### src/rtl/bpa_pkg.sv
// bpa_pkg: shared types and constants for the bitmap page allocator
// used by bpa_ctrl, bpa_dp and bitmap_page_allocator; no dependencies
`timescale 1ns / 1ps

package bpa_pkg;

    localparam int MAX_PAGES_DEF     = 65536;
    localparam int MAP_WORD_BITS_DEF = 32;
    localparam int CFG_ADDR_W        = 3;
    localparam int CFG_DATA_W        = 32;
    localparam int TP_W              = 17;
    localparam logic [TP_W-1:0] TP_RESET = 17'd65536;
    localparam logic [CFG_ADDR_W-1:0] ADDR_TOTAL_PAGES = 3'd0;

    localparam logic [1:0] CMD_ALLOC   = 2'd0;
    localparam logic [1:0] CMD_FREE    = 2'd1;
    localparam logic [1:0] CMD_RESERVE = 2'd2;
    localparam logic [1:0] CMD_QUERY   = 2'd3;

    typedef enum logic [3:0] {
        ST_CLR,
        ST_IDLE,
        ST_DEC,
        ST_SRD,
        ST_SBIT,
        ST_MRD,
        ST_MWR,
        ST_QRD,
        ST_QBIT,
        ST_FIN
    } state_t;

    typedef enum logic [3:0] {
        OP_NONE,
        OP_CLR,
        OP_LOAD,
        OP_SRD,
        OP_SCAN,
        OP_MRD,
        OP_MWR,
        OP_QRD,
        OP_QBIT,
        OP_EMIT
    } op_t;

    typedef struct packed {
        logic       clr_done;
        logic [1:0] cmd;
        logic       tp_zero;
        logic       term;
        logic       pass2;
        logic       hit;
        logic       need_rd;
        logic       mark_done;
        logic       q_inside;
        logic       out_free;
    } dp_stat_t;

endpackage

### src/rtl/bpa_ctrl.sv
// bpa_ctrl: sequencer for the page allocator
// drives bpa_dp through op codes, reads its status; uses bpa_pkg
`timescale 1ns / 1ps

module bpa_ctrl (
    input  logic              clk,
    input  logic              rst_n,
    input  logic              in_valid,
    input  bpa_pkg::dp_stat_t stat,
    output logic              in_stall,
    output bpa_pkg::op_t      op
);

    bpa_pkg::state_t state_reg;
    bpa_pkg::state_t state_next;

    always_ff @(posedge clk or negedge rst_n)
    begin
        if (!rst_n)
        begin
            state_reg <= bpa_pkg::ST_CLR;
        end
        else
        begin
            state_reg <= state_next;
        end
    end

    always_comb
    begin
        state_next = state_reg;
        case (state_reg)
            bpa_pkg::ST_CLR:
            begin
                if (stat.clr_done)
                begin
                    state_next = bpa_pkg::ST_IDLE;
                end
            end
            bpa_pkg::ST_IDLE:
            begin
                if (in_valid)
                begin
                    state_next = bpa_pkg::ST_DEC;
                end
            end
            bpa_pkg::ST_DEC:
            begin
                case (stat.cmd)
                    bpa_pkg::CMD_ALLOC:
                    begin
                        state_next = stat.tp_zero ? bpa_pkg::ST_FIN : bpa_pkg::ST_SRD;
                    end
                    bpa_pkg::CMD_QUERY:
                    begin
                        state_next = bpa_pkg::ST_QRD;
                    end
                    default:
                    begin
                        state_next = bpa_pkg::ST_MRD;
                    end
                endcase
            end
            bpa_pkg::ST_SRD:
            begin
                state_next = bpa_pkg::ST_SBIT;
            end
            bpa_pkg::ST_SBIT:
            begin
                if (stat.term && stat.pass2)
                begin
                    state_next = bpa_pkg::ST_FIN;
                end
                else if (stat.hit)
                begin
                    state_next = bpa_pkg::ST_MRD;
                end
                else if (stat.need_rd)
                begin
                    state_next = bpa_pkg::ST_SRD;
                end
            end
            bpa_pkg::ST_MRD:
            begin
                state_next = stat.mark_done ? bpa_pkg::ST_FIN : bpa_pkg::ST_MWR;
            end
            bpa_pkg::ST_MWR:
            begin
                state_next = bpa_pkg::ST_MRD;
            end
            bpa_pkg::ST_QRD:
            begin
                state_next = stat.q_inside ? bpa_pkg::ST_QBIT : bpa_pkg::ST_FIN;
            end
            bpa_pkg::ST_QBIT:
            begin
                state_next = bpa_pkg::ST_FIN;
            end
            bpa_pkg::ST_FIN:
            begin
                if (stat.out_free)
                begin
                    state_next = bpa_pkg::ST_IDLE;
                end
            end
            default:
            begin
                state_next = bpa_pkg::ST_IDLE;
            end
        endcase
    end

    always_comb
    begin
        in_stall = 1'b1;
        op       = bpa_pkg::OP_NONE;
        case (state_reg)
            bpa_pkg::ST_CLR:
            begin
                op = bpa_pkg::OP_CLR;
            end
            bpa_pkg::ST_IDLE:
            begin
                in_stall = 1'b0;
                op       = in_valid ? bpa_pkg::OP_LOAD : bpa_pkg::OP_NONE;
            end
            bpa_pkg::ST_SRD:
            begin
                op = bpa_pkg::OP_SRD;
            end
            bpa_pkg::ST_SBIT:
            begin
                op = bpa_pkg::OP_SCAN;
            end
            bpa_pkg::ST_MRD:
            begin
                op = bpa_pkg::OP_MRD;
            end
            bpa_pkg::ST_MWR:
            begin
                op = bpa_pkg::OP_MWR;
            end
            bpa_pkg::ST_QRD:
            begin
                op = bpa_pkg::OP_QRD;
            end
            bpa_pkg::ST_QBIT:
            begin
                op = bpa_pkg::OP_QBIT;
            end
            bpa_pkg::ST_FIN:
            begin
                op = stat.out_free ? bpa_pkg::OP_EMIT : bpa_pkg::OP_NONE;
            end
            default:
            begin
                op = bpa_pkg::OP_NONE;
            end
        endcase
    end

endmodule

### config.mk
export PLATFORM = sky130hd
export DESIGN_NAME = bpa_ctrl
export DESIGN_NICKNAME = d
export VERILOG_FILES = /design/src/rtl/bpa_pkg.sv /design/src/rtl/bpa_ctrl.sv
export SDC_FILE = /design/constraint.sdc
export NUM_CORES = 1
export LEC_CHECK = 0
export BUFFER_PORTS_ARGS = -buffer_cell sky130_fd_sc_hd__buf_2
export CORE_AREA = 3 3 40 42
export CTS_CLUSTER_SIZE = 20
export DETAILED_ROUTE_END_ITERATION = 10
export DIE_AREA = 0 0 43 45
export PLACE_DENSITY_LB_ADDON = 0.2
export SETUP_SLACK_MARGIN = 0.1
export SLEW_MARGIN = 20
export SYNTH_ARGS = -nofsm -noshare
export SYNTH_HDL_FRONTEND = slang
export SYNTH_SLANG_ARGS = --single-unit
### constraint.sdc
create_clock -name clk -period 1.7 [get_ports clk]
set_input_delay 0.34 -clock clk [delete_from_list [all_inputs] [get_ports clk]]
set_output_delay 0.34 -clock clk [all_outputs]
set_load 0.02 [all_outputs]
### Word-level counts from Yosys, hierarchy flattened

Cells that the tools add are included.

* input port bits: 14
* logic and storage cells: 34
* register bits after elaboration: 4

* equality and inequality tests: 14
* multiplexer cells: 15
* reduce and logical (&&, ||, !) cells: 4

Operators by type and width (count)
* 4-bit case mux with 10 select lines: 1
* 4-bit two-way mux: 9
* 4-bit case mux with 9 select lines: 1
* 4-bit by 3-bit equality test with 1-bit output, second input constant: 4
* 4-bit by 2-bit equality test with 1-bit output, second input constant: 2
* 4-bit equality test, second input constant: 2
* 4-bit case mux with 2 select lines: 1
* 2-bit != test, second input constant: 3
* 4-bit by 1-bit equality test with 1-bit output, second input constant: 1
* 4-bit zero test: 1
* 4-bit != test, second input constant: 1
* 4-bit AND reduction: 1
* 2-bit equality test, second input constant: 1
* 2-bit zero test: 1
* 1-bit two-way mux: 2
* 2-bit two-way mux: 1
* 1-bit logical AND: 1

### Logic depth before layout (Yosys ltp)

Gate-level depths: netlist of the first run.

* depth after elaboration: 4
* depth in mapped cells: 6
* depth with buffers taken out: 6

### Least setup slack after synthesis of the first run

No wires, ideal clock.

* kind: register to output
* from: register state_reg[2]
* to: output op[0]
* cell stages (with the launch flop): 5
* path buffers: 1
* arrival: 1.312 ns
* setup slack: 0.048 ns
* cells stage by stage: dfrtp_1 buf_6 nor2_2 mux2_2 a21oi_1

* longest elaborated chain between the ends: 2

Ends and longest elaborated chain
* start: declaration: RTL line bpa_ctrl.sv:14 `bpa_pkg::state_t state_reg;`
* start signal: assignment: RTL line bpa_ctrl.sv:21 `state_reg <= bpa_pkg::ST_CLR;`
* start signal: assignment: RTL line bpa_ctrl.sv:25 `state_reg <= state_next;`
* 4-bit equality test (tied with other cells): RTL line bpa_ctrl.sv:117 `case (state_reg)`
* 4-bit case mux with 9 select lines (*): RTL line bpa_ctrl.sv:117
* end: declaration: RTL line bpa_ctrl.sv:11 `output bpa_pkg::op_t op`

Every way passes the cells marked *; elsewhere a longest branch is shown, timed or not.

### Worst setup path after layout of the first run

* from: register state_reg[1]
* to: output op[0]

Same word-level chain as after synthesis.

==> impl_metrics.json, run 1 <==
{
  "outcome": "complete, no violations",
  "globalplace.congestion": 0.7687,
  "min_delay_path_depth": 3,
  "seq_power_share_pct": 18.2,
  "final_cell_mix": "buf_2, nand2_1, buf_4, inv_1, nor2_1",
  "post-dp-hpwl_mm": 1.067,
  "htree_levels": 1,
  "synth-edff-count": 0,
  "fmax_mhz": 596.1,
  "numPortBuffers": 18,
  "drt_iter0_markers": 22,
  "clk_latency_ps": 240,
  "worstSetupPathType": "flop to output port",
  "synth_area_um2": 514.2,
  "place_area_um2": 613.1,
  "final_common_cell": "buf_2",
  "rr_endpoint": "state_reg[1]",
  "slew_headroom_pct": 81.88,
  "crit_arrival_ps": 1340,
  "io_pins": 19,
  "viasPerCell": 5.387,
  "antenna_left": 0,
  "die-height_um": 45,
  "fin_area_um2": 753.2,
  "synth_area_per_cell_um2": 7.562,
  "num_rows": 13,
  "wl_per_cell_um": 14.14,
  "holdWs_ps": 433.2,
  "cap_violations": 0,
  "hold_path_class": "primary input to flop",
  "tightest_slew_ps": 270.8,
  "grt_max_degree": 16,
  "start_util_pct": 40.02,
  "wl_mm": 1.570,
  "cts_buffers": 3,
  "cts_tree": "yes",
  "synthToLayoutAreaGrowth_pct": 46.47,
  "p_comb_share_pct": 70.9,
  "largest_reg_flops": 4,
  "final.period_utilization_pct": 98.68,
  "nets": 115,
  "ys_seq_elements": 4,
  "worstHoldStart": "stat[7]",
  "p_per_area_nw_per_um2": 1458,
  "overflow": 0,
  "ys_types": 29,
  "worstReg2RegStart": "state_reg[1]",
  "grt_pass1_wl_mm": 2.428,
  "async_flop_share_pct": 100.0,
  "n_antenna_cell": 0,
  "irDropWorstVdd_v": 0.0005888,
  "fp.coreArea_um2": 1285,
  "post-route-min-period_ps": 1677,
  "hold_violations": 0,
  "first_pass_iters": 4,
  "route.detailed.drc": 0,
  "clockPowerShare_pct": 10.9,
  "reg2regPathDepth": 8,
  "worstPathMaxFanout": 2,
  "skew_ps": 1.641,
  "vias": 598,
  "tns_ps": 0,
  "dp_cells": 100,
  "finish.utilization_pct": 58.62,
  "yosysWarnings": 0,
  "rrSetupSlack_ps": 180,
  "setup_viol": 0,
  "synth-main-ff-cell": "dfrtp_1",
  "synth_top_area_share_pct": 19.46,
  "grt_usage_pct": 17.79,
  "swShare_pct": 46.85,
  "syn_nets": 85,
  "endpoint_kind": "output port",
  "intPower_mw": 0.5837,
  "cts.clk_slew.worst_paths_ps": 40,
  "grt_antenna_before_repair": 0,
  "clock-root-buffer": "clkbuf_4",
  "p_switching_mw": 0.5145,
  "seq_area_frac_synth_pct": 19.46,
  "synthCells": 68,
  "rsz0062_at_grt": "yes",
  "worstSetupStartpointType": "flop",
  "yosys.area.top_type": "dfrtp_1",
  "synth_area_leaders": "dfrtp_1, nand2_1, ha_1",
  "die_area_um2": 1935,
  "instances_no_fill": 111,
  "clock_sinks": 4,
  "grt_pass1_vias": 542,
  "drv_slew": 0,
  "cts.path.max_buffers": 2,
  "critPathRequiredTime_ps": 1360,
  "die_x_um": 43,
  "drive_above_1_share_pct": 48.96,
  "p_leak_nw": 0.3630,
  "hold_end": "state_reg[3]"
}
cells in the mapped netlist (2+ instances only):
library cell   n
dfrtp_1        4
buf_6          3
o21ai_0        3
inv_1          8
a21oi_1        5
nand2_1       13
nor2_1         4
a31oi_1        3
ha_1           3
nor3_1         2
buf_2          2
kinds of logic after synthesis:
| logic type | after synthesis | synth area share (%) |
|---|---|---|
| and+or+nand+nor | 28 | 27.74 |
| DFF | 4 | 19.47 |
| AOI/OAI and AO/OA | 19 | 28.95 |
| adders and majority gates | 3 | 7.300 |
| buffers and inverters | 13 | 14.36 |
| muxes | 1 | 2.190 |
power by group through the flow:
stage	Sequential [mW]	Clock (mW)	Combinational [mW]
6_report	0.200	0.119	0.779
5_1_grt	0.209	0.125	0.849
4_1_cts	0.197	0.116	0.695
3_5_place_dp	0.197	0	0.606
3_3_place_gp	0.197	0	0.602
2_1_floorplan	0.151	0	0.518
worst max path at each step:
stage            startpoint  endpoint  slack [ps]
5_1_grt        state_reg[1]     op[0]         -30
3_5_place_dp   state_reg[1]     op[0]         200
3_3_place_gp   state_reg[1]     op[0]         200
4_1_cts        state_reg[2]     op[0]          30
2_1_floorplan  state_reg[2]     op[0]         150
6_report       state_reg[1]     op[0]          20
stage by stage:
stage	power (mW)	setup slack [ps]
finish	1.098	22.51
global route	1.183	-25.57
CTS	1.009	33.36
detailed placement	0.8034	196.5
global placement	0.7995	204.7
floorplan	0.6686	154.1
metal layers:
metal	global-route usage (%)	vias to the layer above	part of all wire [%]
li1	-	294	-
met1	20.44	278	40
met2	31.44	20	53
met3	2.390	6	5.3
met4	10.84	0	2.2
met5	0	-	0
critical path, cell delays in order (launching register included):
cell and delay (ps):
dfrtp_1 370, nor2_2 160, mux2_4 320, a21oi_2 110, buf_4 140
repair_timing:
action                                  4_1_cts  5_1_grt
setup buffers                                 6        2
endpoints found under the setup margin        5        5
endpoints found under the hold margin         4        0
pin swaps                                     3        3
gates resized for setup                       9        8
hold buffers                                  1        0
final cells by class:
class	count	area (um2)
Multi-Input combinational cell	51	379.1
Clock buffer	3	22.52
Inverter	8	32.53
Sequential cell	4	102.6
Tap cell	15	18.77
Timing Repair Buffer	30	197.7
Fill cell	120	531.8
(Power assumes the default switching activity.)
==> inputs of run 2 (changes only) <==
Settings changed: PLACE_DENSITY_LB_ADDON 0.2 to 0.05.
==> run 2 against run 1 <==
  * Hold slack lost 9.5 ps
  * Non-clock buffer count down 1
  * Utilization shrank 1.7 points
  * Highest routed layer unchanged
  * Largest cell class unchanged
  * Global-route usage down 2.8 points
  * Sequential cell count stayed put
  * Sequential share of layout area up 0.40 points
  * Count of clock-buffer cells in the layout unchanged
  * Routed wire length decreased by 15%
  * Total power decreased by 3.4%
  * Sequential power is 2% lower
  * Via count down 5.0%
  * Combinational power decreased by 3.9%
==> impl_metrics.json, run 2 (synthesis results as in run 1) <==
{
  "outcome": "complete, no violations",
  "seq_area_um2": 102.6,
  "hold_path_class": "primary input to flop",
  "holdWs_ps": 423.7,
  "worstSetupStartpointType": "flop",
  "critPathRequiredTime_ps": 1360,
  "grt_pass1_vias": 512,
  "rsz0062_at_grt": "yes",
  "start_util_pct": 40.02,
  "nets": 114,
  "cp_top_family": "flip-flops",
  "setup_viol": 0,
  "dp_cells": 100,
  "hold_end": "state_reg[3]",
  "fin_area_um2": 732.0,
  "grt_max_degree": 14,
  "overflow": 0,
  "fp.coreArea_um2": 1285,
  "largest_reg_flops": 4,
  "n_antenna_cell": 0,
  "hold_violations": 0,
  "endpoint_kind": "output port",
  "final.period_utilization_pct": 99.08,
  "power_mw": 1.060,
  "wl_per_cell_um": 12.11,
  "slew_headroom_pct": 80.65,
  "fin_ws_ps": 15.59,
  "dp_slack_ps": 202.8,
  "post-dp-hpwl_um": 992.8,
  "min_delay_path_depth": 3,
  "path_cells": "nor2_4 > mux2_4 > a21oi_2 > buf_4",
  "route.detailed.drc": 0,
  "p_per_area_nw_per_um2": 1449,
  "grt_pass1_wl_mm": 2.056,
  "htree_levels": 1,
  "nFillCells": 135,
  "multiInputGateArea_um2": 365.4,
  "final_cell_mix": "buf_2, nand2_1, buf_4, inv_1",
  "num_rows": 13,
  "io_pins": 19,
  "drv_slew": 0,
  "grt_antenna_before_repair": 0,
  "drive_above_1_share_pct": 46.32,
  "worstHoldStart": "stat[7]",
  "synthToLayoutAreaGrowth_pct": 42.34,
  "rr_endpoint": "state_reg[1]",
  "instances_no_fill": 110,
  "antenna_left": 0,
  "cts.clk_slew.worst_paths_ps": 40,
  "cp_slowest_cell": "dfrtp_1",
  "final_common_cell": "buf_2",
  "cts.path.max_buffers": 2,
  "path_depth": 4,
  "place_area_um2": 613.1,
  "cts_buffers": 3,
  "fmax_mhz": 593.7,
  "numPortBuffers": 18,
  "worstSetupPathType": "flop to output port",
  "die_area_um2": 1935,
  "path_buf_inv": 1,
  "finish.utilization_pct": 56.96,
  "reg2regPathDepth": 6,
  "rrSetupSlack_ps": 220,
  "clk_latency_ps": 230,
  "viasPerCell": 5.164,
  "tns_ps": 0,
  "wl_mm": 1.332,
  "clock-root-buffer": "clkbuf_4",
  "crit_arrival_ps": 1340,
  "slowest_delay_ps": 400,
  "first_pass_iters": 4,
  "p_leak_nw": 0.3585,
  "irDropWorstVdd_v": 0.0005857,
  "cap_violations": 0,
  "die-height_um": 45,
  "tightest_slew_ps": 290.2,
  "worstPathMaxFanout": 3,
  "globalplace.congestion": 0.7576,
  "die_x_um": 43,
  "vias": 568,
  "drt_iter0_markers": 5,
  "cts_tree": "yes",
  "skew_ps": 4.635,
  "worstReg2RegStart": "state_reg[3]",
  "post-route-min-period_ps": 1684,
  "clock_sinks": 4,
  "grt_usage_pct": 14.97
}
-- run 2: cell count changes in the layout (fill, tap and decap cells not counted), sizes merged --
cell  before  now
buf       29   28
-- run 2: timing repair --
item / 4_1_cts / 5_1_grt
setup buffers: 0 / 6
pin swaps: 2 / 1
hold endpoints to repair: 4 / 0
gates resized for setup: 7 / 7
hold buffers: 1 / 0
cloned: 0 / 0
setup endpoints to repair: 4 / 5
-- run 2: cell type report --
class / instances / area share [%]
inverters: 8 / 4.103
flip-flops and latches: 4 / 14.02
well taps: 15 / 2.564
repair buffers: 29 / 26.32
clock buffers: 3 / 3.077
multi-input cells: 51 / 49.91
-- run 2: worst register-to-register path, cell delays in order (launching register included) --
cell and delay, ps:
dfrtp_2 420, buf_4 180, and2b_2 230, buf_4 140
a22oi_1 180, o21a_1 160, nor3_2 40
-- run 2: how the worst max path moves through the flow --
stage            startpoint     to  slack (ps)
3_5_place_dp   state_reg[1]  op[0]         200
4_1_cts        state_reg[2]  op[0]           7
5_1_grt        state_reg[1]  op[0]         -50
3_3_place_gp   state_reg[1]  op[0]         200
6_report       state_reg[1]  op[0]          20
2_1_floorplan  state_reg[2]  op[0]         150
-- run 2: routing by layer --
layer  vias to the layer above  wire length [um]  global-route usage [%]
met5                         -                 0                       0
met4                         0                24                   12.65
met3                         2                59                   2.789
met2                        15               644                   23.65
met1                       261               603                   17.56
li1                        290                 -                       -
-- run 2: report_power, final --
part	leakage [nW]	switching, mW	internal (mW)
registers	0.0491	0.0649	0.131
clock network	0.0138	0.0367	0.0788
logic	0.296	0.373	0.375
total	0.358	0.475	0.585
==> inputs of run 3 (changes only) <==
Settings changed: BUFFER_PORTS_ARGS -buffer_cell sky130_fd_sc_hd__buf_2 to unset, DONT_BUFFER_PORTS set to 1, GPL_ROUTABILITY_DRIVEN set to 1, SLEW_MARGIN 20 to unset.
==> run 3 against run 2 <==
  * Count of clock-buffer cells in the layout did not move
  * Combinational power hardly changed
  * Sequential share of layout area rose by 1.2 points
  * Global-route usage grew 1.9 points
  * Register-to-register slack improved by 70 ps
  * Via count is 7.0% lower
  * Utilization is 4.5 points lower
  * First-iteration DRC count rose to 3.4 times the previous value
  * Critical path type unchanged
  * Largest cell class unchanged
==> impl_metrics.json, run 3 (synthesis results as in run 1) <==
{
  "outcome": "complete, no violations",
  "grt_max_degree": 14,
  "multiInputGateArea_um2": 389.1,
  "p_comb_share_pct": 69.0,
  "final_common_cell": "nand2_1",
  "gr-usage-met1_pct": 21.60,
  "tns_ps": 0,
  "io_pins": 19,
  "crit_arrival_ps": 1350,
  "cap_violations": 0,
  "vias": 528,
  "route.detailed.drc": 0,
  "clock-root-buffer": "clkbuf_4",
  "nFillCells": 127,
  "clock_sinks": 4,
  "p_leak_nw": 0.2968,
  "cts_tree": "yes",
  "irDropWorstVdd_v": 0.0006657,
  "antenna_left": 0,
  "endpoint_kind": "output port",
  "dp_slack_ps": 168.2,
  "drive_above_1_share_pct": 39.74,
  "grt_pass1_vias": 513,
  "min_delay_path_depth": 2,
  "wl_per_cell_um": 15.67,
  "setup_viol": 0,
  "viasPerCell": 5.677,
  "post-dp-hpwl_mm": 1.008,
  "synthToLayoutAreaGrowth_pct": 31.14,
  "p_per_area_nw_per_um2": 1606,
  "grt_usage_pct": 16.86,
  "slew_headroom_pct": 80.44,
  "worstSetupStartpointType": "flop",
  "clk_latency_ps": 250,
  "p_switching_mw": 0.5244,
  "place_area_um2": 550.5,
  "drv_slew": 0,
  "fmax_mhz": 591.4,
  "grt_antenna_before_repair": 0,
  "instances_no_fill": 93,
  "cts.path.max_buffers": 2,
  "post-route-min-period_ps": 1691,
  "htree_levels": 1,
  "overflow": 0,
  "tightest_slew_ps": 293.5,
  "globalplace.congestion": 0.7949,
  "n_antenna_cell": 0,
  "die_area_um2": 1935,
  "worstSetupPathType": "flop to output port",
  "grt_pass1_wl_mm": 2.339,
  "met3_usage_pct": 3.187,
  "cts.clk_slew.worst_paths_ps": 40,
  "fin_ws_ps": 9.056,
  "first_pass_iters": 4,
  "grt_busiest_layer": "met2",
  "final.period_utilization_pct": 99.47,
  "final_cell_mix": "nand2_1, buf_4, inv_1",
  "reg2regPathDepth": 5,
  "use_met2_pct": 24.25,
  "fp.coreArea_um2": 1285,
  "hold_path_class": "primary input to flop",
  "die-height_um": 45,
  "die_x_um": 43,
  "start_util_pct": 40.02,
  "fin_area_um2": 674.4,
  "num_rows": 13,
  "skew_ps": 0.2857,
  "seq_area_um2": 102.6,
  "nets": 97,
  "hold_violations": 0,
  "largest_reg_flops": 4,
  "intPower_mw": 0.5585,
  "swShare_pct": 48.42,
  "rsz0062_at_grt": "yes",
  "wl_mm": 1.457,
  "seq_power_share_pct": 18.7,
  "dp_cells": 84,
  "numPortBuffers": 0,
  "clockPowerShare_pct": 12.3,
  "drt_iter0_markers": 17,
  "worstPathMaxFanout": 2,
  "critPathRequiredTime_ps": 1360,
  "cts_buffers": 3
}
==> run 3: changes by cell type in the layout (fill, tap and decap cells not counted), moves of 2 or more <==
cell | before | now
buf_4 | 12 | 9
a21oi_1 | 4 | 2
nor2_2 | 0 | 2
buf_2 | 14 | 0
==> run 3: critical path, stage by stage (launching register included) <==
cell and delay, ps:
dfrtp_1 400, nor2_2 170, mux2_4 330, a21oi_4 190
==> run 3: per-layer routing <==
metal,share of wire (%),vias to the layer above,routed length (um)
met4,3.4,0,50
met3,7.1,5,104
li1,-,258,-
met1,44,246,639
met5,0,-,0
met2,46,19,663
==> run 3: path summary, 6_finish.rpt <==
check,endpoint,slack [ps],startpoint
min reg2reg,state_reg[2],560,state_reg[3]
max,op[0],9,state_reg[2]
max reg2reg,state_reg[1],290,state_reg[0]
min,state_reg[3],290,stat[7]
min in group asynchronous,state_reg[2],380,rst_n
max in group asynchronous,state_reg[3],1100,rst_n
==> run 3: per-stage QoR <==
step | total power, mW | util (%) | hold WS (ps)
after floorplan | 0.6686 | - | 44.41
after global placement | 0.7756 | 42.84 | 44.54
after detailed placement | 0.7734 | 42.84 | 44.55
after CTS | 0.9919 | 48.20 | 294.1
after global routing | 1.165 | 52.48 | 315.3
final | 1.083 | 52.48 | 290.1
==> run 3: cell type report <==
class                           count  area share (%)
Multi-Input combinational cell     51           57.70
Timing Repair Buffer               12           16.14
Sequential cell                     4           15.21
Inverter                            8           4.824
Clock buffer                        3           3.340
Tap cell                           15           2.783
==> run 3: power by group through the flow <==
stage                     Combinational, mW  Sequential [mW]  Clock [mW]
after floorplan                       0.518            0.151           0
after global placement                0.585            0.190           0
after detailed placement              0.581            0.192           0
after CTS                             0.663            0.196       0.133
after global routing                  0.814            0.210       0.141
final                                 0.747            0.203       0.133
==> run 3: repair_timing <==
item	4_1_cts	5_1_grt
setup buffers	2	3
endpoints found under the hold margin	4	0
setup endpoints to repair	3	4
gates resized for setup	6	9
hold buffers	1	0
pin swaps	2	2
